**config.mk**
```make
export PLATFORM = sky130hd
export DESIGN_NAME = smbus_read_word_sequencer_flat
export DESIGN_NICKNAME = d
export VERILOG_FILES = /design/src/rtl/core/srws_pkg.sv /design/src/rtl/core/srws_if.sv /design/src/rtl/core/srws_in_stage.sv /design/src/rtl/core/srws_fsm.sv /design/src/rtl/core/srws_out_stage.sv /design/src/rtl/core/smbus_read_word_sequencer.sv /design/src/flat_wrapper.sv
export SDC_FILE = /design/constraint.sdc
export NUM_CORES = 1
export LEC_CHECK = 0
export ABC_AREA = 1
export BUFFER_PORTS_ARGS = -buffer_cell sky130_fd_sc_hd__clkbuf_2
export CELL_PAD_IN_SITES_DETAIL_PLACEMENT = 1
export CELL_PAD_IN_SITES_GLOBAL_PLACEMENT = 2
export CORE_MARGIN = 2
export CORE_UTILIZATION = 35
export CTS_CLUSTER_SIZE = 10
export DETAILED_ROUTE_END_ITERATION = 7
export PLACE_DENSITY = 0.85
export SYNTH_ARGS = -nofsm -noshare
export SYNTH_HDL_FRONTEND = slang
export SYNTH_SLANG_ARGS = --single-unit
```
**constraint.sdc**
```tcl
create_clock -name clk -period 2.58 [get_ports clk]
set_input_delay 0.258 -clock clk [delete_from_list [all_inputs] [get_ports clk]]
set_output_delay 0.258 -clock clk [all_outputs]
set_load 0.01 [all_outputs]
```
**src/rtl/core/srws_pkg.sv**
```systemverilog
package srws_pkg;

    // Item operation codes
    typedef enum logic [1:0] {
        OP_REQUEST = 2'd0,
        OP_STATUS  = 2'd1,
        OP_ERROR   = 2'd2
    } op_t;

    // Controller actions ordered by the sequencer
    typedef enum logic [2:0] {
        ACT_NONE    = 3'd0,
        ACT_ENABLE  = 3'd1,
        ACT_START   = 3'd2,
        ACT_SEND    = 3'd3,
        ACT_RESTART = 3'd4,
        ACT_NACK    = 3'd5,
        ACT_STOP    = 3'd6
    } action_t;

    // One input item
    typedef struct packed {
        logic [1:0]  operation;
        logic [6:0]  slave_address;
        logic [7:0]  command_code;
        logic        periph_enabled;
        logic        stop_pending;
        logic        bus_busy;
        logic        start_sent;
        logic        address_acked;
        logic        tx_empty;
        logic        byte_done;
        logic        stop_seen;
        logic [15:0] rx_word;
    } item_t;

    // One result item
    typedef struct packed {
        logic        accepted;
        logic [2:0]  action;
        logic [7:0]  tx_byte;
        logic        reinit;
        logic        word_valid;
        logic [15:0] word_out;
    } result_t;

    // Pipeline flow control between the stages
    typedef struct packed {
        logic fire;     // input stage hands its request to the sequencer
        logic advance;  // result stage can take a new result
    } flow_t;

endpackage

```
**src/rtl/core/srws_if.sv**
```systemverilog
// Input request channel
interface srws_req_if;
    logic        valid;
    logic        ready;
    logic [1:0]  operation;
    logic [6:0]  slave_address;
    logic [7:0]  command_code;
    logic        periph_enabled;
    logic        stop_pending;
    logic        bus_busy;
    logic        start_sent;
    logic        address_acked;
    logic        tx_empty;
    logic        byte_done;
    logic        stop_seen;
    logic [15:0] rx_word;

    modport source (
        output valid, operation, slave_address, command_code, periph_enabled,
               stop_pending, bus_busy, start_sent, address_acked, tx_empty,
               byte_done, stop_seen, rx_word,
        input  ready
    );
    modport sink (
        input  valid, operation, slave_address, command_code, periph_enabled,
               stop_pending, bus_busy, start_sent, address_acked, tx_empty,
               byte_done, stop_seen, rx_word,
        output ready
    );
endinterface

// Result channel
interface srws_rsp_if;
    logic        valid;
    logic        ready;
    logic        accepted;
    logic [2:0]  action;
    logic [7:0]  tx_byte;
    logic        reinit;
    logic        word_valid;
    logic [15:0] word_out;

    modport source (
        output valid, accepted, action, tx_byte, reinit, word_valid, word_out,
        input  ready
    );
    modport sink (
        input  valid, accepted, action, tx_byte, reinit, word_valid, word_out,
        output ready
    );
endinterface

```
**src/rtl/core/srws_in_stage.sv**
```systemverilog
module srws_in_stage
    import srws_pkg::*;
(
    input  logic       clk,
    input  logic       rst_n,
    srws_req_if.sink   req,
    input  logic       advance,
    output logic       fire,
    output item_t      item
);

    logic  valid_reg;
    logic  valid_next;
    item_t item_reg;
    logic  take;

    // Stage is free when empty or when its request moves on this cycle
    assign fire      = valid_reg && advance;
    assign req.ready = !valid_reg || advance;
    assign take      = req.valid && req.ready;
    assign valid_next = take ? 1'b1 : (fire ? 1'b0 : valid_reg);

    always_ff @(posedge clk or negedge rst_n)
    begin
        if (!rst_n)
        begin
            valid_reg <= 1'b0;
        end
        else
        begin
            valid_reg <= valid_next;
        end
    end

    // Request payload capture
    always_ff @(posedge clk)
    begin
        if (take)
        begin
            item_reg.operation      <= req.operation;
            item_reg.slave_address  <= req.slave_address;
            item_reg.command_code   <= req.command_code;
            item_reg.periph_enabled <= req.periph_enabled;
            item_reg.stop_pending   <= req.stop_pending;
            item_reg.bus_busy       <= req.bus_busy;
            item_reg.start_sent     <= req.start_sent;
            item_reg.address_acked  <= req.address_acked;
            item_reg.tx_empty       <= req.tx_empty;
            item_reg.byte_done      <= req.byte_done;
            item_reg.stop_seen      <= req.stop_seen;
            item_reg.rx_word        <= req.rx_word;
        end
    end

    assign item = item_reg;

endmodule

```
**src/rtl/core/srws_fsm.sv**
```systemverilog
module srws_fsm
    import srws_pkg::*;
(
    input  logic    clk,
    input  logic    rst_n,
    input  logic    fire,
    input  item_t   item,
    output result_t result
);

    typedef enum logic [2:0] {
        PH_FREE         = 3'd0,
        PH_WAIT_START   = 3'd1,
        PH_WAIT_ADDR_W  = 3'd2,
        PH_WAIT_CMD     = 3'd3,
        PH_WAIT_RESTART = 3'd4,
        PH_WAIT_ADDR_R  = 3'd5,
        PH_WAIT_DATA    = 3'd6
    } phase_t;

    phase_t     phase_reg;
    phase_t     phase_next;
    logic       active_reg;
    logic       active_next;
    logic [6:0] addr_reg;
    logic [6:0] addr_next;
    logic [7:0] cmd_reg;
    logic [7:0] cmd_next;
    result_t    res;

    // One step of the sequencer for the request in the input stage
    always_comb
    begin
        phase_next  = phase_reg;
        active_next = active_reg;
        addr_next   = addr_reg;
        cmd_next    = cmd_reg;
        res         = '0;
        res.action  = ACT_NONE;

        case (op_t'(item.operation))
            OP_REQUEST:
            begin
                if (!item.periph_enabled)
                begin
                    res.action = ACT_ENABLE;
                end
                else if (!active_reg && !item.stop_pending)
                begin
                    if (item.bus_busy)
                    begin
                        res.reinit = 1'b1;
                    end
                    else
                    begin
                        active_next  = 1'b1;
                        phase_next   = PH_WAIT_START;
                        addr_next    = item.slave_address;
                        cmd_next     = item.command_code;
                        res.action   = ACT_START;
                        res.accepted = 1'b1;
                    end
                end
            end
            OP_STATUS:
            begin
                if (active_reg)
                begin
                    case (phase_reg)
                        PH_WAIT_START:
                        begin
                            if (item.start_sent)
                            begin
                                phase_next  = PH_WAIT_ADDR_W;
                                res.action  = ACT_SEND;
                                res.tx_byte = {addr_reg, 1'b0};
                            end
                        end
                        PH_WAIT_ADDR_W:
                        begin
                            if (item.address_acked)
                            begin
                                phase_next  = PH_WAIT_CMD;
                                res.action  = ACT_SEND;
                                res.tx_byte = cmd_reg;
                            end
                        end
                        PH_WAIT_CMD:
                        begin
                            if (item.tx_empty)
                            begin
                                phase_next = PH_WAIT_RESTART;
                                res.action = ACT_RESTART;
                            end
                        end
                        PH_WAIT_RESTART:
                        begin
                            if (item.start_sent)
                            begin
                                phase_next  = PH_WAIT_ADDR_R;
                                res.action  = ACT_SEND;
                                res.tx_byte = {addr_reg, 1'b1};
                            end
                        end
                        PH_WAIT_ADDR_R:
                        begin
                            if (item.address_acked)
                            begin
                                phase_next = PH_WAIT_DATA;
                                res.action = ACT_NACK;
                            end
                        end
                        PH_WAIT_DATA:
                        begin
                            if (item.byte_done)
                            begin
                                phase_next     = PH_FREE;
                                active_next    = 1'b0;
                                res.action     = ACT_STOP;
                                res.word_valid = 1'b1;
                                res.word_out   = item.rx_word;
                            end
                        end
                        default:
                        begin
                            phase_next = PH_FREE;
                        end
                    endcase
                end
                // A stop flag is a bus fault for the master
                if (item.stop_seen)
                begin
                    res.reinit  = 1'b1;
                    phase_next  = PH_FREE;
                    active_next = 1'b0;
                end
            end
            OP_ERROR:
            begin
                res.reinit  = 1'b1;
                phase_next  = PH_FREE;
                active_next = 1'b0;
            end
            default:
            begin
            end
        endcase
    end

    // Sequencer state
    always_ff @(posedge clk or negedge rst_n)
    begin
        if (!rst_n)
        begin
            phase_reg  <= PH_FREE;
            active_reg <= 1'b0;
            addr_reg   <= '0;
            cmd_reg    <= '0;
        end
        else if (fire)
        begin
            phase_reg  <= phase_next;
            active_reg <= active_next;
            addr_reg   <= addr_next;
            cmd_reg    <= cmd_next;
        end
    end

    assign result = res;

endmodule

```
**src/rtl/core/srws_out_stage.sv**
```systemverilog
module srws_out_stage
    import srws_pkg::*;
(
    input  logic       clk,
    input  logic       rst_n,
    input  logic       fire,
    input  result_t    result,
    output logic       advance,
    srws_rsp_if.source rsp
);

    logic    valid_reg;
    logic    valid_next;
    result_t result_reg;

    // Room for a new result when empty or when the held one is taken
    assign advance    = !valid_reg || rsp.ready;
    assign valid_next = fire ? 1'b1 : (rsp.ready ? 1'b0 : valid_reg);

    always_ff @(posedge clk or negedge rst_n)
    begin
        if (!rst_n)
        begin
            valid_reg <= 1'b0;
        end
        else
        begin
            valid_reg <= valid_next;
        end
    end

    // Result payload capture
    always_ff @(posedge clk)
    begin
        if (fire)
        begin
            result_reg <= result;
        end
    end

    assign rsp.valid      = valid_reg;
    assign rsp.accepted   = result_reg.accepted;
    assign rsp.action     = result_reg.action;
    assign rsp.tx_byte    = result_reg.tx_byte;
    assign rsp.reinit     = result_reg.reinit;
    assign rsp.word_valid = result_reg.word_valid;
    assign rsp.word_out   = result_reg.word_out;

endmodule

```
**src/rtl/core/smbus_read_word_sequencer.sv**
```systemverilog
// SMBus Read Word master sequencer.
// A request accepted into the input register passes the phase logic and is
// offered once the result register captures it. Throughput: one request per
// cycle unless rsp.ready stalls; the input register, one pass of the phase
// logic and the result register let requests follow back to back.
// Reset (rst_n, async, active low): both stages empty, phase free, no
// transaction, latched address and command cleared.
module smbus_read_word_sequencer
    import srws_pkg::*;
(
    input  logic       clk,
    input  logic       rst_n,
    srws_req_if.sink   req,
    srws_rsp_if.source rsp
);

    flow_t   flow;
    item_t   item;
    result_t result;

    // Input register
    srws_in_stage u_in_stage (
        .clk     (clk),
        .rst_n   (rst_n),
        .req     (req),
        .advance (flow.advance),
        .fire    (flow.fire),
        .item    (item)
    );

    // Phase logic and transaction state
    srws_fsm u_fsm (
        .clk    (clk),
        .rst_n  (rst_n),
        .fire   (flow.fire),
        .item   (item),
        .result (result)
    );

    // Result register
    srws_out_stage u_out_stage (
        .clk     (clk),
        .rst_n   (rst_n),
        .fire    (flow.fire),
        .result  (result),
        .advance (flow.advance),
        .rsp     (rsp)
    );

endmodule

```
**src/flat_wrapper.sv**
```systemverilog
// flat-port wrapper written by rule: the top's interface ports become plain ports
module smbus_read_word_sequencer_flat import srws_pkg::*;
  (clk, rst_n, req_valid, req_operation, req_slave_address, req_command_code, req_periph_enabled, req_stop_pending, req_bus_busy, req_start_sent, req_address_acked, req_tx_empty, req_byte_done, req_stop_seen, req_rx_word, req_ready, rsp_valid, rsp_accepted, rsp_action, rsp_tx_byte, rsp_reinit, rsp_word_valid, rsp_word_out, rsp_ready);
  srws_req_if req_i ();
  srws_rsp_if rsp_i ();
  input  logic clk;
  input  logic rst_n;
  input wire logic [$bits(req_i.valid)-1:0] req_valid;
  input wire logic [$bits(req_i.operation)-1:0] req_operation;
  input wire logic [$bits(req_i.slave_address)-1:0] req_slave_address;
  input wire logic [$bits(req_i.command_code)-1:0] req_command_code;
  input wire logic [$bits(req_i.periph_enabled)-1:0] req_periph_enabled;
  input wire logic [$bits(req_i.stop_pending)-1:0] req_stop_pending;
  input wire logic [$bits(req_i.bus_busy)-1:0] req_bus_busy;
  input wire logic [$bits(req_i.start_sent)-1:0] req_start_sent;
  input wire logic [$bits(req_i.address_acked)-1:0] req_address_acked;
  input wire logic [$bits(req_i.tx_empty)-1:0] req_tx_empty;
  input wire logic [$bits(req_i.byte_done)-1:0] req_byte_done;
  input wire logic [$bits(req_i.stop_seen)-1:0] req_stop_seen;
  input wire logic [$bits(req_i.rx_word)-1:0] req_rx_word;
  output wire logic [$bits(req_i.ready)-1:0] req_ready;
  output wire logic [$bits(rsp_i.valid)-1:0] rsp_valid;
  output wire logic [$bits(rsp_i.accepted)-1:0] rsp_accepted;
  output wire logic [$bits(rsp_i.action)-1:0] rsp_action;
  output wire logic [$bits(rsp_i.tx_byte)-1:0] rsp_tx_byte;
  output wire logic [$bits(rsp_i.reinit)-1:0] rsp_reinit;
  output wire logic [$bits(rsp_i.word_valid)-1:0] rsp_word_valid;
  output wire logic [$bits(rsp_i.word_out)-1:0] rsp_word_out;
  input wire logic [$bits(rsp_i.ready)-1:0] rsp_ready;
  assign req_i.valid = req_valid;
  assign req_i.operation = req_operation;
  assign req_i.slave_address = req_slave_address;
  assign req_i.command_code = req_command_code;
  assign req_i.periph_enabled = req_periph_enabled;
  assign req_i.stop_pending = req_stop_pending;
  assign req_i.bus_busy = req_bus_busy;
  assign req_i.start_sent = req_start_sent;
  assign req_i.address_acked = req_address_acked;
  assign req_i.tx_empty = req_tx_empty;
  assign req_i.byte_done = req_byte_done;
  assign req_i.stop_seen = req_stop_seen;
  assign req_i.rx_word = req_rx_word;
  assign req_ready = req_i.ready;
  assign rsp_valid = rsp_i.valid;
  assign rsp_accepted = rsp_i.accepted;
  assign rsp_action = rsp_i.action;
  assign rsp_tx_byte = rsp_i.tx_byte;
  assign rsp_reinit = rsp_i.reinit;
  assign rsp_word_valid = rsp_i.word_valid;
  assign rsp_word_out = rsp_i.word_out;
  assign rsp_i.ready = rsp_ready;
  smbus_read_word_sequencer u_core (.clk(clk), .rst_n(rst_n), .req(req_i), .rsp(rsp_i));
endmodule
```
==> results.yml <==
worst_setup_path:
  r2r-end: "u_core.u_out_stage.rsp.word_out[7]"
  startpoint_type: "flip-flop"
  reg2regPathDepth: 5
  rrSetupSlack_ns: 0.89
  worst-setup-path-type: "flip-flop to flip-flop"
  r2r-start: "u_core.u_in_stage.item[39]"
  end_kind: "flip-flop"
  crit_arrival_ns: 1.78
  crit_required_ns: 2.67
  worst-path-max-fanout: 16
grt:
  grt_usage_pct: 15.65
  grt_max_degree: 44
  grt_pass1_wl_um: 13540
  grt_overflow: 0
  antenna_found_initial: 0
  grt_pass1_vias: 2734
place:
  port_buffers: 76
  gp_congestion: 0.8309
  hpwl_um: 6028
yosys:
  synth_top_area_cell: "edfxtp_1"
  muxShareOfSynthArea_pct: 0
  yosys.area_share.simple_pct: 18.73
  synth_top_family_by_area: "simple AND/OR/NAND/NOR gates"
  synth_area_sq_um: 3741
  yosys_register_bits: 92
  syn_nets: 371
  synthTopCellsByArea: "edfxtp_1 (57%), dfrtp_1 (14%), nand2_1 (6.6%)"
  synthAdderAreaFrac_pct: 1.338
  synth.avg_cell_area_sq_um: 11.62
  ys_seq_area_share_pct: 71.04
  syn-instance-count: 322
  yosysWarnings: 0
  synth-xor-area-share_pct: 0
  synth_top_area_share_pct: 56.99
  synth_compound_area_share_pct: 3.411
  synthDistinctLibCells: 28
drt:
  dr_wl_met2_um: 4356
  drtAntennaViolNets: 0
  wl_met3_um: 288
  met1_length_um: 3637
  first_iter_violations: 94
  vias: 2545
  highest_layer: "met4"
  wire_per_inst_um: 15.50
  viasPerCell: 4.670
  drc_errors: 0
  wirelength_um: 8448
  first_pass_iters: 4
floorplanning:
  io_pins: 77
  die_x_um: 107.4
  placementRows: 37
  dieArea_sq_um: 11530
  die-height_um: 107.4
  start_util_pct: 36.08
  coreArea_sq_um: 10370
sta:
  period_share_pct: 65.48
  fmax_mhz: 592.0
  slew_violations: 0
  rsz0062_at_grt: "no"
  hold_violations: 0
  finalClockSkew_ns: 0.005719
  setup_viol: 0
  fin_crit_ns: 1.689
  relSlewSlack_pct: 61.76
  setup-tns-final_ns: 0
  tightest_slew_ns: 0.5736
clocking:
  cts_num_sinks: 92
  cts-buffers-inserted: 9
  insertion_delay_ns: 0.35
  h-tree-depth: 3
  post_cts_resized: 0
  root_buffer: "clkbuf_8"
  clockBufferDepth: 2
  cts_tree: "yes"
  path_clk_slew_ns: 0.09
finish:
  largest_reg_flops: 41
  layout_common_cells: "clkbuf_2 (76), edfxtp_1 (71), nand2_1 (66), nor2_1 (51)"
  seqCellArea_sq_um: 2658
  multi_input_area_sq_um: 878.3
  antenna_cells: 0
  mostFrequentLayoutCell: "clkbuf_2"
  fill_cells: 1174
  nets: 453
  synthToLayoutAreaGrowth_pct: 18.66
  drive_gt1_share_pct: 25.43
hold_path:
  min_from: "req_slave_address[3]"
  hold_path_end: "u_core.u_in_stage.item[35]"
  hold_path_depth: 1
  hp-class: "input port to flip-flop"
status:
  outcome: "completed"
job:
  maxCapViolCount: 0
power_and_ir_drop:
  p_total_mw: 3.167
  powerDensity_nw_per_um2: 713.4
  leakage_nw: 2.010
  ir_drop_v: 0.0003906
stage by stage:
stage | std cells | setup slack [ns] | area, sq um | hold WS, ns | utilization [%]
after detailed placement | 528 | 0.8720 | 4268 | 0.2776 | 41.16
after global placement | 528 | 0.9201 | 4268 | 0.2735 | 41.16
after CTS | 545 | 0.8612 | 4439 | 0.06177 | 42.81
final | 545 | 0.8907 | 4439 | 0.07828 | 42.81
after floorplan | 322 | 0.4072 | 3741 | -0.03759 | -
after global routing | 545 | 0.6994 | 4439 | 0.04823 | 42.81
cell type report:
type / instances / share of cell area, %
clock inverter: 4 / 0.5919
clock buffer: 12 / 3.044
timing repair buffer: 81 / 9.752
sequential: 92 / 59.86
tap: 136 / 3.833
multi-input combinational: 183 / 19.79
inverter: 37 / 3.129
per-layer routing:
layer	vias up	track usage, %
li1	1241	-
met1	1235	18.84
met2	58	26.94
met3	11	4.237
met4	0	5.678
met5	-	0
where the power goes:
part	total [mW]	switching, mW	internal, mW
Sequential	1.90	0.117	1.78
Clock	0.834	0.484	0.350
Combinational	0.430	0.282	0.148
cell families after synthesis:
kind of cell	count (synthesis)
compound gates	19
simple gates	160
fa+ha+maj	4
buf+inv	47
flops	92
cells in the mapped netlist:
cell	number
o22ai_1	1
nand4_1	4
a22oi_1	8
o211ai_1	1
inv_2	5
inv_1	32
nand2_2	1
nor2_1	51
a21oi_2	1
o21ai_1	1
nand2_4	1
or2_1	1
buf_2	5
nand3_1	31
edfxtp_1	71
a211oi_1	1
nor2_8	1
dfrtp_1	21
nor3_1	2
nand2_1	66
buf_6	3
nor3_4	1
nor2_4	1
a21oi_1	5
clkbuf_1	1
ha_1	4
o21bai_1	1
buf_1	1
worst max-delay path, stage by stage, from the launching register on:
cell and delay [ns]:
edfxtp_1 0.42, ha_1 0.24, nand2_1 0.35, nor2_4 0.07, inv_2 0.25, nor2_1 0.09
worst max path at each step:
stage	slack, ns	startpoint	end
after floorplan	0.41	u_core.u_out_stage.rsp.valid	u_core.u_out_stage.rsp.accepted
after global placement	0.92	u_core.u_in_stage.item[39]	u_core.u_out_stage.rsp.word_out[12]
after detailed placement	0.87	u_core.u_in_stage.item[40]	u_core.u_out_stage.rsp.word_out[14]
after CTS	0.86	u_core.u_in_stage.item[40]	u_core.u_out_stage.rsp.word_out[14]
after global routing	0.70	u_core.u_in_stage.item[39]	u_core.u_fsm.phase_reg[0]
final	0.89	u_core.u_in_stage.item[39]	u_core.u_out_stage.rsp.word_out[7]
what timing repair did:
item                                   CTS  global route
buffers inserted                         0             0
endpoints found under the hold margin   21             0
hold buffers                             1             0
Power figures use the tool's default switching activity.
